==> src/design/utf8l_pkg.sv <==
// ---------------------------------------------------------------------------
// utf8l_pkg
// Request and result types, code point constants and the punctuation map.
// ---------------------------------------------------------------------------
package utf8l_pkg;

    localparam int unsigned CP_W = 21;

    typedef logic [CP_W-1:0] cp_t;

    typedef struct packed {
        logic [7:0] text_byte;
        logic       end_of_text;
    } in_item_t;

    typedef struct packed {
        logic [7:0] latin1_char;
        logic       char_valid;
        logic       text_done;
    } out_item_t;

    localparam cp_t CP_BULLET       = 21'h02022;
    localparam cp_t CP_HYPHEN_POINT = 21'h02027;
    localparam cp_t CP_ONE_DOT      = 21'h02024;
    localparam cp_t CP_DASH_FIRST   = 21'h02010;
    localparam cp_t CP_DASH_LAST    = 21'h02015;
    localparam cp_t CP_TWO_DOT      = 21'h02025;
    localparam cp_t CP_SQUOTE_FIRST = 21'h02018;
    localparam cp_t CP_SQUOTE_LAST  = 21'h0201B;
    localparam cp_t CP_DQUOTE_FIRST = 21'h0201C;
    localparam cp_t CP_DQUOTE_LAST  = 21'h0201F;
    localparam cp_t LATIN1_LIMIT    = 21'h00100;

    localparam cp_t CH_MIDDLE_DOT = 21'h000B7;
    localparam cp_t CH_HYPHEN     = 21'h0002D;
    localparam cp_t CH_DIAERESIS  = 21'h000A8;
    localparam cp_t CH_APOSTROPHE = 21'h00027;
    localparam cp_t CH_QUOTE      = 21'h00022;

    // Map typographic punctuation to a Latin-1 stand-in.
    function automatic cp_t substitute(input cp_t cp);
        cp_t res;
        res = cp;
        if (cp inside {CP_BULLET, CP_HYPHEN_POINT, CP_ONE_DOT}) begin
            res = CH_MIDDLE_DOT;
        end else if (cp inside {[CP_DASH_FIRST:CP_DASH_LAST]}) begin
            res = CH_HYPHEN;
        end else if (cp == CP_TWO_DOT) begin
            res = CH_DIAERESIS;
        end else if (cp inside {[CP_SQUOTE_FIRST:CP_SQUOTE_LAST]}) begin
            res = CH_APOSTROPHE;
        end else if (cp inside {[CP_DQUOTE_FIRST:CP_DQUOTE_LAST]}) begin
            res = CH_QUOTE;
        end
        return res;
    endfunction

endpackage

==> src/design/utf8_to_latin1_filter.sv <==
// ---------------------------------------------------------------------------
// utf8_to_latin1_filter
// UTF-8 byte stream to Latin-1 characters, one result per input byte.
// ---------------------------------------------------------------------------
// Takes one byte per cycle while the result side does not stall and returns
// exactly one result per byte: the byte lands in an input register, the
// decode and punctuation map run in one combinational step against the
// sequence state, and the result is held in an output register. Sustained
// rate is one byte per clock unless the result side stalls; the only loop is
// the sequence state, updated once per byte as it leaves the input register.
// char_valid is low (and latin1_char zero) for lead and continuation bytes
// that do not finish a code point, for code points at or above 0x100 after
// the map, and for stray or invalid bytes. end_of_text clears the state.
module utf8_to_latin1_filter (
    input  logic                  aclk,
    input  logic                  aresetn,
    input  logic                  s_valid,
    output logic                  s_ready,
    input  utf8l_pkg::in_item_t   s_data,
    output logic                  m_valid,
    input  logic                  m_ready,
    output utf8l_pkg::out_item_t  m_data
);
    import utf8l_pkg::*;

    logic      in_valid_reg;
    in_item_t  in_data_reg;
    logic      out_valid_reg;
    out_item_t out_data_reg;
    out_item_t dec_result;
    logic      advance;

    // move the held request to the result register when that slot frees up
    assign advance = in_valid_reg && (!out_valid_reg || m_ready);
    assign s_ready = !in_valid_reg || advance;

    utf8l_decoder u_decoder (
        .aclk    (aclk),
        .aresetn (aresetn),
        .advance (advance),
        .item    (in_data_reg),
        .result  (dec_result)
    );

    always_ff @(posedge aclk) begin
        if (!aresetn) begin
            in_valid_reg  <= 1'b0;
            out_valid_reg <= 1'b0;
        end else begin
            if (s_ready) begin
                in_valid_reg <= s_valid;
            end
            if (advance) begin
                out_valid_reg <= 1'b1;
            end else if (m_ready) begin
                out_valid_reg <= 1'b0;
            end
        end
    end

    always_ff @(posedge aclk) begin
        if (s_valid && s_ready) begin
            in_data_reg <= s_data;
        end
        if (advance) begin
            out_data_reg <= dec_result;
        end
    end

    assign m_valid = out_valid_reg;
    assign m_data  = out_data_reg;

endmodule

==> src/design/utf8l_decoder.sv <==
// ---------------------------------------------------------------------------
// utf8l_decoder
// Sequence state (bytes owed, partial code point) and the per-byte decode.
// ---------------------------------------------------------------------------
module utf8l_decoder (
    input  logic                aclk,
    input  logic                aresetn,
    input  logic                advance,
    input  utf8l_pkg::in_item_t item,
    output utf8l_pkg::out_item_t result
);
    import utf8l_pkg::*;

    logic [1:0] owed_reg, owed_next;
    cp_t        part_reg, part_next;
    cp_t        shifted;
    cp_t        cp;
    cp_t        sub_cp;
    logic       complete;
    logic       emit;
    logic [7:0] b;

    assign b       = item.text_byte;
    assign shifted = {part_reg[CP_W-7:0], b[5:0]};

    always_comb begin
        owed_next = owed_reg;
        part_next = part_reg;
        complete  = 1'b0;
        cp        = '0;
        if (owed_reg == 2'd0) begin
            if (b[7] == 1'b0) begin
                cp       = {13'd0, b};
                complete = 1'b1;
            end else if (b[7:5] == 3'b110) begin
                part_next = {16'd0, b[4:0]};
                owed_next = 2'd1;
            end else if (b[7:4] == 4'b1110) begin
                part_next = {17'd0, b[3:0]};
                owed_next = 2'd2;
            end else if (b[7:3] == 5'b11110) begin
                part_next = {18'd0, b[2:0]};
                owed_next = 2'd3;
            end
            // stray continuation or invalid lead: drop
        end else begin
            owed_next = owed_reg - 2'd1;
            if (owed_reg == 2'd1) begin
                cp        = shifted;
                complete  = 1'b1;
                part_next = '0;
            end else begin
                part_next = shifted;
            end
        end
        // end of text clears any cut-off sequence
        if (item.end_of_text) begin
            owed_next = 2'd0;
            part_next = '0;
        end
    end

    assign sub_cp = substitute(cp);
    assign emit   = complete && (sub_cp < LATIN1_LIMIT);

    always_comb begin
        result.latin1_char = emit ? sub_cp[7:0] : 8'd0;
        result.char_valid  = emit;
        result.text_done   = item.end_of_text;
    end

    always_ff @(posedge aclk) begin
        if (!aresetn) begin
            owed_reg <= 2'd0;
            part_reg <= '0;
        end else if (advance) begin
            owed_reg <= owed_next;
            part_reg <= part_next;
        end
    end

endmodule

==> config.mk <==
export PLATFORM = sky130hd
export DESIGN_NAME = utf8_to_latin1_filter
export DESIGN_NICKNAME = d
export VERILOG_FILES = /design/src/design/utf8l_pkg.sv /design/src/design/utf8_to_latin1_filter.sv /design/src/design/utf8l_decoder.sv
export SDC_FILE = /design/constraint.sdc
export NUM_CORES = 1
export LEC_CHECK = 0
export BUFFER_PORTS_ARGS = -buffer_cell sky130_fd_sc_hd__clkbuf_2
export CAP_MARGIN = 0
export CORE_MARGIN = 4
export CORE_UTILIZATION = 55
export CTS_BUF_LIST = sky130_fd_sc_hd__clkbuf_4 sky130_fd_sc_hd__clkbuf_8 sky130_fd_sc_hd__clkbuf_16
export DETAILED_ROUTE_END_ITERATION = 16
export GPL_TIMING_DRIVEN = 0
export PLACE_DENSITY_LB_ADDON = 0.3
export SETUP_SLACK_MARGIN = 0.2
export SYNTH_ARGS = -nofsm -noshare
export SYNTH_HDL_FRONTEND = slang
export SYNTH_SLANG_ARGS = --single-unit
==> constraint.sdc <==
create_clock -name aclk -period 4.55 [get_ports aclk]
set_input_delay 0.455 -clock aclk [delete_from_list [all_inputs] [get_ports aclk]]
set_output_delay 0.455 -clock aclk [all_outputs]
set_load 0.05 [all_outputs]
Word-level counts from Yosys, hierarchy flattened
Index checks and enable logic that the tools add are counted.

Bits in registers: 38. Input port bits: 13. Output and inout bits: 12. Word-level logic and storage cells: 67.

Add/subtract/negate cells: 1. Magnitude comparators: 7. Equal/unequal tests: 10. Multiplexer cells: 26. Reductions and logical operators: 14.

Operators by type and width (number): 2-to-1 mux 21 bit (7); 2-to-1 mux 15 bit (7); equality test 21 x 14 -> 1 bit, second input constant (4); greater-or-equal comparator 21 x 14 -> 1 bit, second input constant (3); less-or-equal comparator 21 x 14 -> 1 bit, second input constant (3); < comparator 21 x 9 -> 1 bit, second input constant (1); 2-to-1 mux 2 bit (6); 2-to-1 mux 7 bit (1); logical AND 1 bit (6); equality test 5 bit, second input constant (1); 2-to-1 mux 1 bit (5); != test 5 bit, second input constant (1); equality test 4 bit, second input constant (1); equality test 3 bit, second input constant (1); != test 3 bit, second input constant (1); AND reduction 3 bit (1); nonzero test 3 bit (1); equality test 2 x 1 -> 1 bit, second input constant (1); zero test 1 bit (2); zero test 2 bit (1); logical OR 1 bit (2); nonzero test 2 bit (1); subtractor 2 x 1 -> 2 bit, second input constant (1).

Longest topological paths before layout
Gate-level depths: netlist (run 1).

Depth after elaboration: 12. Mapped depth: 7. Depth with buffers taken out: 6.

Cells and area by module
From an unflattened synthesis (run 1), not the netlist that was laid out.

Cell total of the unflattened synthesis: 198. Area total of the unflattened synthesis: 1914.3 sq um.

By module, submodules not included: utf8l_decoder (times used 1, cells each 170, area an instance 1239.9 sq um, sequential area each 340.3 sq um); utf8_to_latin1_filter (times used 1, cells each 28, area an instance 674.4 sq um, sequential area each 610.6 sq um).

Worst setup path before layout (run 1)
OpenSTA, ideal clock, no wires.

Kind: flip-flop to flip-flop. Start: register u_decoder.part_reg[14]. End: register out_data_reg (netlist bit m_data[9]), data pin. Library setup time: 0.170 ns. Arrival time: 2.360 ns. Required time: 4.380 ns. Slack: 2.020 ns. Cell stages (with the launch flop): 7. Path buffers: 0. Period minus slack after synthesis: 2.530 ns. Cell sequence: dfxtp_1 > or4_4 > or4_4 > or4_4 > nand3b_2 > o31ai_4 > a311oi_2.

Longest elaborated chain between the ends: 11. Elaborated cells between the ends (all ways): 23. Those cells by class: 7 x order compare; 4 x eq/ne; 7 x mux; 5 x reduce/logical.

Ends and longest elaborated chain: start, declared (line utf8l_decoder.sv:15) `cp_t part_reg, part_next;`; start signal, assigned (line utf8l_decoder.sv:78) `part_reg <= part_next;`; 2-to-1 mux 21 bit (*) (line utf8l_decoder.sv:48) `if (owed_reg == 2'd1) begin`; 2-to-1 mux 21 bit (*) (line utf8l_decoder.sv:31) `if (owed_reg == 2'd0) begin`; greater-or-equal comparator 21 x 14 -> 1 bit / less-or-equal comparator 21 x 14 -> 1 bit (equally long branches) (line utf8l_pkg.sv:52) `end else if (cp inside {[CP_DQUOTE_FIRST:CP_DQUOTE_LAST]}) begin`; logical AND 1 bit (line utf8l_pkg.sv:52); 2-to-1 mux 21 bit (line utf8l_pkg.sv:52); 2-to-1 mux 21 bit (line utf8l_pkg.sv:50) `end else if (cp inside {[CP_SQUOTE_FIRST:CP_SQUOTE_LAST]}) begin`; 2-to-1 mux 21 bit (line utf8l_pkg.sv:48) `end else if (cp == CP_TWO_DOT) begin`; 2-to-1 mux 21 bit (line utf8l_pkg.sv:46) `end else if (cp inside {[CP_DASH_FIRST:CP_DASH_LAST]}) begin`; 2-to-1 mux 21 bit (*) (line utf8l_pkg.sv:44) `if (cp inside {CP_BULLET, CP_HYPHEN_POINT, CP_ONE_DOT}) begin`; < comparator 21 x 9 -> 1 bit (line utf8l_decoder.sv:64) `assign emit = complete && (sub_cp < LATIN1_LIMIT);`; logical AND 1 bit (line utf8l_decoder.sv:64); end signal, assigned (line utf8_to_latin1_filter.sv:66) `out_data_reg <= dec_result;`; end, declared (line utf8_to_latin1_filter.sv:29) `out_item_t out_data_reg;`.

Every way passes the cells marked *; elsewhere a longest branch is shown, timed or not. A chain may end at the register's enable or synchronous reset.

Worst setup path after layout (run 1)
Start: register in_data_reg[2] (netlist bit). End: register out_data_reg (netlist bit m_data[9]), data pin.

Longest elaborated chain between the ends: 11. Elaborated cells between the ends (all ways): 24. Those cells by class: 7 x order compare; 4 x eq/ne; 8 x mux; 5 x reduce/logical.

Ends and longest elaborated chain: start, declared (line utf8_to_latin1_filter.sv:27) `in_item_t in_data_reg;`; start signal, assigned (line utf8_to_latin1_filter.sv:63) `in_data_reg <= s_data;`; 2-to-1 mux 21 bit / 2-to-1 mux 7 bit (equally long branches) (line utf8l_decoder.sv:48, utf8l_decoder.sv:32); 2-to-1 mux 21 bit (*) (line utf8l_decoder.sv:31); greater-or-equal comparator 21 x 14 -> 1 bit / less-or-equal comparator 21 x 14 -> 1 bit (equally long branches) (line utf8l_pkg.sv:52); logical AND 1 bit (line utf8l_pkg.sv:52); 2-to-1 mux 21 bit (line utf8l_pkg.sv:52); 2-to-1 mux 21 bit (line utf8l_pkg.sv:50); 2-to-1 mux 21 bit (line utf8l_pkg.sv:48); 2-to-1 mux 21 bit (line utf8l_pkg.sv:46); 2-to-1 mux 21 bit (*) (line utf8l_pkg.sv:44); < comparator 21 x 9 -> 1 bit (line utf8l_decoder.sv:64); logical AND 1 bit (line utf8l_decoder.sv:64).

Marks and branches as above.

==> out/metrics.cfg, run 1 <==
[outcome]
status = completed

[synth]
ys_seq_elements = 38
avgSynthCellArea_um2 = 9.983
yosys-top-cells-area = edfxtp_1, dfxtp_1, a21boi_0
synth_adder_area_share = 0
synth_edf_count = 19
synthMuxAreaShare = 0
syn_area_um2 = 1857
yosysTopAreaCellShare = 0.3073
synth_seq_area_share = 0.5121
synthArstFlopShare = 0
synth_compound_area_frac = 0.1981
yosys.area_share.simple = 0.2648
netlist_instances = 186
synth_top_family_by_area = simple AND/OR/NAND/NOR gates
synthFlopType = edfxtp_1
ys_types = 46
yosys.area.top_type = edfxtp_1
synth_nets = 199
synth_xor_area_frac = 0.004717
yosys_warnings = 0

[sta]
maxClockFrequency_mhz = 369.1
slew_headroom = 0.3028
rsz0062_at_grt = no
report.final.slew_viol_count = 0
finalSetupViolations = 0
min_period_over_period = 0.5954
fin_crit_ns = 2.709
finalHoldViolCount = 0
clock_skew_ns = 0.006805
setup_tns_ns = 0
tightestPinTransition_ns = 1.044

[place]
io_buffers = 24
globalplace.congestion = 0.8461
place_hpwl_mm = 2.909

[global_route]
grt.total_usage = 0.2101
overflow = 0
grt_pass1_vias = 1556
grt_pass1_wl_mm = 6.996
grt_max_degree = 13
antenna_found_initial = 0

[clock_network]
clock-root-buffer = clkbuf_4
cts_resized = 0
cts_tree = done
ctsLongestPathBuffers = 2
cts_setup_buffers = 0
cts_buffers = 5
clk_transition_reported_paths_ns = 0.10
hold_buffers = 0
cts.sinks = 38
clkLatencyLatePin_ns = 0.35
cts_max_level = 2

[worst_setup_path]
path_class = reg2reg
critPathSlowestCell = or4b_2
end_kind = register
path_buf_inv = 0
path_cells = or3b_1 -> or4b_2 -> or4_4 -> nand3b_2 -> o31ai_4 -> a311oi_2
cp-start-kind = register
critPathTopFamily = simple AND/OR/NAND/NOR gates
path_max_fanout = 9
cpPeakStageDelay_ns = 0.65
cp.required_ns = 4.73
worstPathArrival_ns = 2.89

[layout]
largest_reg_flops = 15
syn_to_final_growth_pct = 13.88
drive_gt1_frac = 0.1927
antenna_cells = 0
final_nets = 230

[routing]
drc_errors = 0
vias = 1555
drt_first_iter_violations = 118
viasPerCell = 5.935
firstDrtPassIters = 4
wl_mm = 3.935
drtAntennaViolNets = 0
post_drt_wl_per_cell_um = 15.02

[floorplan]
die_h_um = 66.11
rows = 20
ios = 25
start_util = 0.5889
core_area_um2 = 3153
die_x_um = 66.11
dieArea_um2 = 4370

[hold_path]
hold_path_class = in2reg

[power_and_ir_drop]
power.density_nw_per_um2 = 326.7
p_total_w = 0.0006908
p_leak_nw = 0.7188
irDropWorstVdd_v = 0.0002440

[run]
cap_violations = 0

[metal layers]
layer | part of all wire | track usage
met5 | 0 | 0
met4 | 0.026 | 0.1168
met3 | 0.056 | 0.04082
met2 | 0.47 | 0.3284
met1 | 0.45 | 0.2709
[cell families (layout without fill, tap and decap cells)]
group,after synthesis,after routing
XOR/XNOR,1,1
buffers and inverters,10,42
AND/OR/NAND/NOR,88,88
flip-flops,38,38
AO/OA/AOI/OAI,49,49
[cells in the mapped netlist, types with 2 or more instances]
cell	count
a211oi_1	2
a21boi_0	15
a21oi_1	11
and2_1	2
and4_1	2
clkbuf_1	7
dfxtp_1	19
edfxtp_1	19
inv_1	2
nand2_1	21
nand2b_1	5
nand3_1	15
nand4b_1	2
nor2_1	11
nor2b_1	10
nor3_1	3
nor3b_1	2
nor4_1	4
o21ai_0	5
or4_4	3
[worst paths after layout]
kind,startpoint,to,slack [ns],cells after the start
setup / recovery,in_data_reg[2],m_data[9],1.84,6
setup reg to reg,in_data_reg[2],m_data[9],1.84,6
hold / removal,s_data[6],in_data_reg[6],0.28,1
hold reg to reg,u_decoder.part_reg[11],u_decoder.part_reg[11],0.48,2
[layout by cell type (no fill, tap or decap), types with 2 or more instances in the layout]
cell      Yosys  final
a211oi_1      2      2
a21boi_0     15     15
a21oi_1      11     11
and2_1        2      2
and4_1        2      2
clkbuf_1      7      7
clkbuf_2      0     24
clkbuf_4      0      6
dfxtp_1      19     19
edfxtp_1     19     19
inv_1         2      2
nand2_1      21     21
nand2b_1      5      5
nand3_1      15     15
nand4b_1      2      2
nor2_1       11     11
nor2b_1      10     10
nor3_1        3      3
nor3b_1       2      2
nor4_1        4      4
o21ai_0       5      5
or4_4         3      3
[worst reg2reg max path, cell delays in order, from the launching register on]
cell and delay [ns]:
edfxtp_1 0.53, or3b_1 0.41, or4b_2 0.65, or4_4 0.47
nand3b_2 0.12, o31ai_4 0.13, a311oi_2 0.25
[report_power, final]
group	internal [W]	leakage (nW)	switching, W
Clock	0.000122	0.0419	0.000109
Sequential	0.000372	0.338	0.0000113
Combinational	0.0000243	0.339	0.0000516
[stage by stage]
step	hold WS (ns)	util	cells	instance area, µm²	setup slack, ns
final	0.2769	0.6706	262	2115	1.841
after CTS	0.2652	0.6706	262	2115	1.840
after global routing	0.2566	0.6706	262	2115	1.670
after floorplan	0.4356	-	186	1857	2.020
after detailed placement	0.4666	0.6444	254	2032	1.875
after global placement	0.4509	0.6444	254	2032	1.894
[final cells by class]
cell class / instances / area, µm²
Fill cell: 268 / 1039
Sequential cell: 38 / 950.9
Multi-Input combinational cell: 138 / 868.3
Timing Repair Buffer: 24 / 120.1
Tap cell: 44 / 55.05
Clock buffer: 6 / 45.04
Clock inverter: 2 / 37.54
Buffer: 8 / 30.03
Inverter: 2 / 7.507
No activity file was read; power rests on OpenSTA's default activity.
==> run 2, diff against run 1 <==
--- a/config.mk
+++ b/config.mk
@@ -5,10 +5,11 @@
 export SDC_FILE = /design/constraint.sdc
 export NUM_CORES = 1
 export LEC_CHECK = 0
+export ABC_AREA = 1
 export BUFFER_PORTS_ARGS = -buffer_cell sky130_fd_sc_hd__clkbuf_2
 export CAP_MARGIN = 0
 export CORE_MARGIN = 4
-export CORE_UTILIZATION = 55
+export CORE_UTILIZATION = 52
 export CTS_BUF_LIST = sky130_fd_sc_hd__clkbuf_4 sky130_fd_sc_hd__clkbuf_8 sky130_fd_sc_hd__clkbuf_16
 export DETAILED_ROUTE_END_ITERATION = 16
 export GPL_TIMING_DRIVEN = 0
==> constraint.sdc (replaced) <==
create_clock -name aclk -period 2.3 [get_ports aclk]
set_input_delay 0.23 -clock aclk [delete_from_list [all_inputs] [get_ports aclk]]
set_output_delay 0.23 -clock aclk [all_outputs]
set_load 0.05 [all_outputs]
==> out/metrics.cfg, run 2 <==
[sta]
slew_headroom = 0.5997
fin_crit_ns = 2.195
rsz0062_at_grt = yes
clock_skew_ns = 0.002042
finalSetupViolations = 0
setup_tns_ns = 0
min_period_over_period = 0.9544
holdWs_ns = 0.1119
finalHoldViolCount = 0
maxClockFrequency_mhz = 455.6
report.final.slew_viol_count = 0
tightestPinTransition_ns = 0.6004

[place]
io_buffers = 24
globalplace.congestion = 0.9208
place_area_um2 = 2316
place_hpwl_mm = 3.630

[worst_setup_path]
path_max_fanout = 5
path_cells = nand2_2 -> nand2_2 -> nor3_4 -> nor2_1 -> nand2_1 -> nand2_1 -> nand2_1 -> nand2_1 -> a21oi_2 -> nand3_4 -> nand2_4 -> nor2_2
crit_top_cell = nand2_1
cp-start-kind = register
critPathTopFamily = simple AND/OR/NAND/NOR gates
path_buf_inv = 0
end_kind = register
cpPeakStageDelay_ns = 0.43
reg2reg_slack_ns = 0.10
cp.required_ns = 2.35
path_class = reg2reg
cp-startpoint = in_data_reg[8]
reg2reg_from = in_data_reg[8]
critPathSlowestCell = edfxtp_1
worstPathArrival_ns = 2.24

[power_and_ir_drop]
p_leak_nw = 1.057
irDropWorstVdd_v = 0.0004560
power.density_nw_per_um2 = 656.0

[global_route]
overflow = 0
grt_pass1_vias = 1750
grt.total_usage = 0.1929
grt_pass1_wl_mm = 7.893
grt_max_degree = 14
antenna_found_initial = 0

[routing]
drc_errors = 0
firstDrtPassIters = 4
wl_mm = 4.974
post_drt_wl_per_cell_um = 13.82
drtAntennaViolNets = 0
viasPerCell = 5.519
vias = 1987
drt_first_iter_violations = 197

[clock_network]
cts_max_level = 2
cts_tree = done
ctsLongestPathBuffers = 2
cts.sinks = 38
clk_transition_reported_paths_ns = 0.08
clock-root-buffer = clkbuf_8
hold_buffers = 0
cts_buffers = 5
clkLatencyLatePin_ns = 0.29

[run]
cap_violations = 0

[synth]
yosys-top-cells-area = edfxtp_1, dfxtp_1, nand2_1
yosys_warnings = 0
yosysMostFrequentCell = nand2_1
yosys-top-cells-count = nand2_1, nor2_1, a21oi_1, inv_1, nand3_1
synth_edf_count = 19
ys_seq_elements = 38
yosys.area.top_type = edfxtp_1
synthFlopType = edfxtp_1
ys_types = 31
syn_area_um2 = 2133
yosysTopAreaCellShare = 0.2674
synth_seq_area_share = 0.4457
avgSynthCellArea_um2 = 7.930
synth_nets = 282
synthArstFlopShare = 0
netlist_instances = 269

[layout]
syn_to_final_growth_pct = 19.59
largest_reg_flops = 15
final_area_um2 = 2551
fin_util = 0.6424
final_nets = 322
drive_gt1_frac = 0.2774
final_cell_mix = nand2_1, nor2_1, clkbuf_2
final_common_cell = nand2_1
antenna_cells = 0

[hold_path]
hp-start = s_data[7]
hold_path_class = in2reg

[floorplan]
core_area_um2 = 3971
rows = 23
dieArea_um2 = 5191
die_x_um = 72.05
die_h_um = 72.05
ios = 25
start_util = 0.5372

[outcome]
status = completed

run 2: final timing paths:
| check | end | cells after the start |
|---|---|---|
| setup / recovery | m_data[3] | 12 |
| hold / removal | in_data_reg[7] | 1 |
| hold reg to reg | m_valid | 2 |
| setup reg to reg | m_data[3] | 12 |
run 2: what timing repair did:
item / in CTS / in global routing
resized for setup: 3 / 11
endpoints found under the setup margin: 25 / 9
pin swaps: 1 / 11
gates cloned: 0 / 1
buffers inserted: 1 / 7
run 2: logic make-up after synthesis:
family	Yosys count	share of synthesized area
AND/OR/NAND/NOR	145	0.3472
buffers and inverters	34	0.06158
AO/OA/AOI/OAI	52	0.1455
flip-flops	38	0.4457
run 2: worst reg2reg max path: stages (launching register included):
cell and delay [ns]:
edfxtp_1 0.43, nand2_2 0.15, nand2_2 0.16, nor3_4 0.23, nor2_1 0.11, nand2_1 0.08, nand2_1 0.07, nand2_1 0.07
nand2_1 0.09, a21oi_2 0.25, nand3_4 0.14, nand2_4 0.14, nor2_2 0.05
run 2: cell type report:
| type | count | area (µm²) |
|---|---|---|
| Clock buffer | 5 | 68.82 |
| Multi-Input combinational cell | 198 | 1102 |
| Buffer | 5 | 22.52 |
| Timing Repair Buffer | 32 | 180.2 |
| Clock inverter | 3 | 45.04 |
| Inverter | 29 | 111.4 |
| Sequential cell | 38 | 958.4 |
| Fill cell | 325 | 1420 |
| Tap cell | 50 | 62.56 |
run 2: routing by layer:
| metal | up-vias | part of all wire | GRT usage |
|---|---|---|---|
| li1 | 1003 | - | - |
| met1 | 912 | 0.46 | 0.2515 |
| met2 | 60 | 0.48 | 0.3143 |
| met3 | 12 | 0.043 | 0.04155 |
| met4 | 0 | 0.021 | 0.07307 |
| met5 | - | 0 | 0 |
run 2: per-stage QoR:
step	cells	worst slack, ns	total power (W)
after floorplan	269	0.3272	0.001021
after global placement	343	0.1377	0.001086
after detailed placement	343	0.1180	0.001089
after CTS	352	0.2004	0.001649
after global routing	360	-0.02511	0.001758
final	360	0.1049	0.001674
run 2: power breakdown:
part           leakage (nW)  switching [W]  internal (W)  total, W
Clock                0.0504       0.000243      0.000322  0.000565
Sequential            0.341      0.0000326      0.000753  0.000785
Combinational         0.666       0.000224     0.0000998  0.000323
Total                  1.06       0.000499       0.00117   0.00167
